`src/rtl/core/rmdr_pkg.sv`:
```
// Shared types and constants for the rescale multiply-divide-round core.
package rmdr_pkg;

  localparam int unsigned Steps = 128;
  localparam logic [63:0] MaxPos = 64'h7FFF_FFFF_FFFF_FFFF;
  localparam logic [63:0] SignBit = 64'h8000_0000_0000_0000;

  localparam logic [2:0] ModeTowardZero = 3'd0;
  localparam logic [2:0] ModeAwayZero = 3'd1;
  localparam logic [2:0] ModeDown = 3'd2;
  localparam logic [2:0] ModeUp = 3'd3;
  localparam logic [2:0] ModeBad = 3'd4;
  localparam logic [2:0] ModeNearest = 3'd5;

  typedef struct packed {
    logic signed [63:0] value_a;
    logic signed [63:0] multiplier_b;
    logic signed [63:0] divisor_c;
  } in_beat_t;

  typedef struct packed {
    logic signed [63:0] quotient;
    logic               invalid_args;
    logic               overflow;
  } out_beat_t;

  typedef struct packed {
    logic         inv;
    logic         neg;
    logic [62:0]  c;
    logic [62:0]  rem;
    logic [127:0] work;
  } div_t;

endpackage

```
`src/rtl/core/rmdr_cell.sv`:
```
// One restoring-division step: shift in a numerator bit, compare, subtract.
module rmdr_cell (
  input  logic           clk,
  input  logic           rst_n,
  input  logic           adv,
  input  logic           prev_valid,
  input  rmdr_pkg::div_t prev,
  output logic           next_valid,
  output rmdr_pkg::div_t next
);

  logic [63:0] trial;
  logic        ge;
  rmdr_pkg::div_t stage_nxt, stage_r;
  logic        valid_r;

  always_comb begin
    trial = {prev.rem, prev.work[127]};
    ge = trial >= {1'b0, prev.c};
    stage_nxt = prev;
    stage_nxt.rem = ge ? 63'(trial - {1'b0, prev.c}) : trial[62:0];
    stage_nxt.work = {prev.work[126:0], ge};
  end

  always_ff @(posedge clk) begin
    if (!rst_n) begin
      valid_r <= 1'b0;
    end else if (adv) begin
      valid_r <= prev_valid;
    end
  end

  always_ff @(posedge clk) begin
    if (adv) begin
      stage_r <= stage_nxt;
    end
  end

  assign next_valid = valid_r;
  assign next = stage_r;

endmodule

```
`config.mk`:
```
export PLATFORM = sky130hd
export DESIGN_NAME = rmdr_cell
export DESIGN_NICKNAME = d
export VERILOG_FILES = /design/src/rtl/core/rmdr_pkg.sv /design/src/rtl/core/rmdr_cell.sv
export SDC_FILE = /design/constraint.sdc
export NUM_CORES = 1
export LEC_CHECK = 0
export BUFFER_PORTS_ARGS = -buffer_cell sky130_fd_sc_hd__buf_2
export CAP_MARGIN = 20
export CORE_AREA = 4 4 202 204
export CTS_BUF_LIST = sky130_fd_sc_hd__clkbuf_4 sky130_fd_sc_hd__clkbuf_8 sky130_fd_sc_hd__clkbuf_16
export CTS_CLUSTER_SIZE = 10
export DETAILED_ROUTE_END_ITERATION = 10
export DIE_AREA = 0 0 206 208
export GPL_ROUTABILITY_DRIVEN = 0
export PLACE_DENSITY = 0.56
export SKIP_LAST_GASP = 1
export SYNTH_ARGS = -nofsm -noshare
export SYNTH_HDL_FRONTEND = slang
export SYNTH_SLANG_ARGS = --single-unit
```
`constraint.sdc`:
```
create_clock -name clk -period 4.1 [get_ports clk]
set_clock_uncertainty 0.15 [all_clocks]
set_input_delay 0.41 -clock clk [delete_from_list [all_inputs] [get_ports clk]]
set_output_delay 0.41 -clock clk [all_outputs]
set_load 0.03 [all_outputs]
```
* Word level (Yosys, flattened, before mapping)
Cells that the tools add are included.
** Word-level totals
- Register bits after elaboration :: 257
- Bits of input ports :: 260
- Output and inout bits :: 257
** Cells by class
- Magnitude comparators :: 1
- Multiplexer cells :: 1
- Add/subtract/negate cells :: 1
** Operators by type and width (number)
- 64-bit by 63-bit >= comparator with 1-bit output :: 1
- 63-bit two-way mux :: 1
- 63-bit subtractor :: 1

* Longest topological paths before layout
- Depth in word-level cells :: 2
- Mapped depth :: 14

* Least setup slack after synthesis
No wires, ideal clock.
- Path type :: input-to-reg
- Start point :: input port prev[127] (netlist name)
- End point :: register stage_r, in the netlist next[186] (data pin)
- Data required time :: 3.683 ns
- Stages :: 13
- Path slack :: 0.929 ns
- Data arrival time :: 2.754 ns
- Cell sequence :: inv_1 -> ha_1 -> fa_1 -> nand2b_1 -> a21oi_1 -> o211ai_1 -> o211ai_1 -> o211ai_1 -> and2_4 -> o41ai_2 -> a31oi_2 -> mux2i_1 -> o31ai_1
** RTL lines
- from (decl) :: RTL line rmdr_cell.sv:7 : input rmdr_pkg::div_t prev,
- to (signal assigned) :: RTL line rmdr_cell.sv:35 : stage_r <= stage_nxt;
- to (decl) :: RTL line rmdr_cell.sv:14 : rmdr_pkg::div_t stage_nxt, stage_r;

==> impl_metrics.tcl <==
set metrics [dict create \
    outcome "complete, no violations" \
    fin_nets 2094 \
    clkLatencyLatePin_ns 0.53 \
    syn_inst 1040 \
    multiInputGateArea_um2 4290 \
    power.density_nw_per_um2 427 \
    worst-path-stages 15 \
    fillers 3676 \
    numClockSinks 257 \
    critPathKind "input pin to register" \
    postCtsSetupBuffers 0 \
    grt_first_pass_wirelength_mm 66.5 \
    routedWlPerCell_um 19.4 \
    cts_buffers 34 \
    async_reset_ff_share_pct 0 \
    ys_ff_latch 257 \
    rsz0062_at_grt "no" \
    overflow 0 \
    crit_chain "dlygate4sd3_1, buf_2, inv_1, ha_1, fa_1, nand2b_1, a21oi_1, o211ai_1, o211ai_1, o211ai_1, and2_4, o41ai_4, a31oi_2, mux2i_1, o31ai_1" \
    max_freq_mhz 265 \
    ir_drop_v 0.000241 \
    core_um2 39300 \
    antenna_found_initial 17 \
    start_kind "input pin" \
    crit_slowest_cell "dlygate4sd3_1" \
    crit_path_max_fanout 4 \
    grt_pass1_vias 11500 \
    synth_edf_count 256 \
    tns_ns 0 \
    die_x_um 206 \
    die-area_um2 42800 \
    dr_total_vias 11000 \
    cts_buffer_depth 3 \
    grt_util_all_layers_pct 20.2 \
    postRouteAntennaNets 0 \
    fin_ws_ns 0.322 \
    final_hold_viol_count 0 \
    dpl.cell_count 2058 \
    finalPower_uw 8010 \
    path_clk_slew_ns 0.05 \
    crit_required_ns 4.30 \
    drive_gt1_share_pct 33.8 \
    drt-pass1-iter-count 4 \
    cts.root.buffer_cell "clkbuf_16" \
    slew_headroom_pct 45.1 \
    die_h_um 208 \
    critPathTopFamily "compound AO/OA/AOI/OAI gates" \
    maxCapViolCount 0 \
    ys_seq_area_share_pct 61.8 \
    hold_path_depth 3 \
    row_count 73 \
    drcViolationCount 0 \
    ys.flop_type "edfxtp_1" \
    drt_iter0_markers 529 \
    cts_tree "done" \
    fin_crit_sh_pct 92.1 \
    portBuffers 516 \
    seqCellArea_um2 7710 \
    hold-worst-slack_ns 0.0230 \
    layout.cells.non_filler 2323 \
    dp_hpwl_mm 35.1 \
    place_ws_ns 0.137 \
    leakage_uw 0.00808 \
    netlist_area_um2 12500 \
    yosysWarnings 0 \
    routed_wl_mm 45.0 \
    synth.distinct_cells 71 \
    critPathCaptureType "register" \
    cpPeakStageDelay_ns 0.52 \
    grt_max_degree 103 \
    initial_core_util_pct 31.8 \
    syn_avg_cell_area_um2 12.0 \
    cp_common_cell "o211ai_1" \
    period_needed_ns 3.78 \
    arrival_ns 3.98 \
    ff2ff_path_depth 3 \
    hold_class "input pin to register" \
    drv_slew 0 \
    syn_nets 1364 \
    worstMarginPinSlew_ns 0.824 \
    worst-path-buf-inv 3 \
    area_growth_pct 50.4 \
    setup_violations 0 \
    viasPerCell 4.72 \
    num_io_pins 517 \
    h-tree-depth 2 \
]
==> cell usage after synthesis (2+ instances only) <==
master    count  area [µm²]
o21ai_0      96         480
a21o_1       15         113
o221ai_1      3        26.3
o211a_1       2        20.0
nor2b_1       7        43.8
and3_1        5        31.3
a21oi_2       2        17.5
nand2b_1      6        37.5
and2_1        3        18.8
a31oi_1       3        18.8
a21boi_1      2        15.0
nor2_2        2        12.5
nand4_1      23         144
or3_1         2        12.5
nand2_1     118         443
nor3_1       14        70.1
a211oi_2      2        25.0
o21bai_2      2        22.5
nor2_1       43         161
mux2_2        2        22.5
ha_1         63         788
buf_2        15        75.1
a21oi_1      80         400
o311ai_0      2        17.5
xnor2_1      32         280
o21a_1       10        75.1
clkbuf_1     20        75.1
o21ai_1      13        65.1
xor2_1       25         219
a211oi_1      9        67.6
nand3_1      12        60.1
o31ai_1       4        30.0
mux2i_1       2        20.0
o21bai_1     16         120
o211ai_1      8        60.1
inv_1        87         327
edfxtp_1    256        7690
==> cells by family (layout without fill, tap and decap cells) <==
family                     count (synthesis)  after routing  synth area share, %
muxes                                      5              5                0.431
AOI/OAI and AO/OA                        287            287                 14.3
xor gates and xnor gates                  57             57                 4.00
adders and majority gates                 64             64                 6.48
and+or+nand+nor                          245            245                 9.02
DFF                                      257            257                 61.8
other                                      0             15                    0
buffers and inverters                    125            868                 3.97
==> placed cells by master (no fill, tap or decap), drive strengths merged, types with 7 or more instances in the layout <==
cell,count
dlygate4sd3,201
a21oi,82
clkinv,7
clkbuf,38
a21o,15
xor2,25
nor3,14
nor2b,7
inv,88
nand4,23
o211ai,8
ha,63
o21bai,18
nand2,119
nand3,12
xnor2,32
buf,530
diode,15
o21a,10
a211oi,12
o21ai,110
nor2,45
edfxtp,256
==> cell type report <==
type                            instances  share of cell area (%)
Clock buffer                           38                    4.79
Tap cell                              525                    3.50
Timing Repair Buffer                  731                    25.3
Antenna cell                           15                   0.200
Clock inverter                         11                   0.560
Inverter                               88                    1.76
Multi-Input combinational cell        658                    22.8
Sequential cell                       257                    41.1
==> metal layers <==
layer  global-route usage (%)  up-vias  share of wire, %
met3                     6.14       83               8.5
met4                     8.01        0               3.5
met5                        0        -                 0
met1                     22.1     5184                37
li1                         -     5287                 -
met2                     36.3      401                51
==> through the flow <==
stage                     utilization (%)  area (µm²)
after floorplan                         -       12500
after global placement               40.0       15700
after detailed placement             40.0       15700
after CTS                            47.7       18700
after global routing                 47.8       18800
final                                47.8       18800
==> power breakdown <==
part           switching [µW]  internal, µW
Clock                    1110          1620
Combinational            1300           699
Sequential               67.3          3210
Total                    2480          5530
==> flip-flops by register name (all words and copies together), names as in the netlist <==
signal and count:
next_valid 1, next 256
==> worst paths after layout <==
kind,from,end,slack (ns)
min reg2reg,next_valid$_SDFFE_PN0P_,next_valid$_SDFFE_PN0P_,0.92
min,prev[170],next[171]$_DFFE_PP_,0.02
max reg2reg,next_valid$_SDFFE_PN0P_,next_valid$_SDFFE_PN0P_,2.79
max,prev[127],next[186]$_DFFE_PP_,0.32
==> worst register-to-register path: stages (launching register included) <==
cell	delay (ns)
dfxtp_1	0.31
mux2i_1	0.13
nor2b_1	0.06
dlygate4sd3_1	0.55
==> what timing repair did <==
item	4_1_cts	5_1_grt
hold buffers	201	0
setup endpoints to repair	0	2
resized for setup	0	1
endpoints found under the hold margin	200	0
Note: power is estimated with default switching activity, not from simulation.
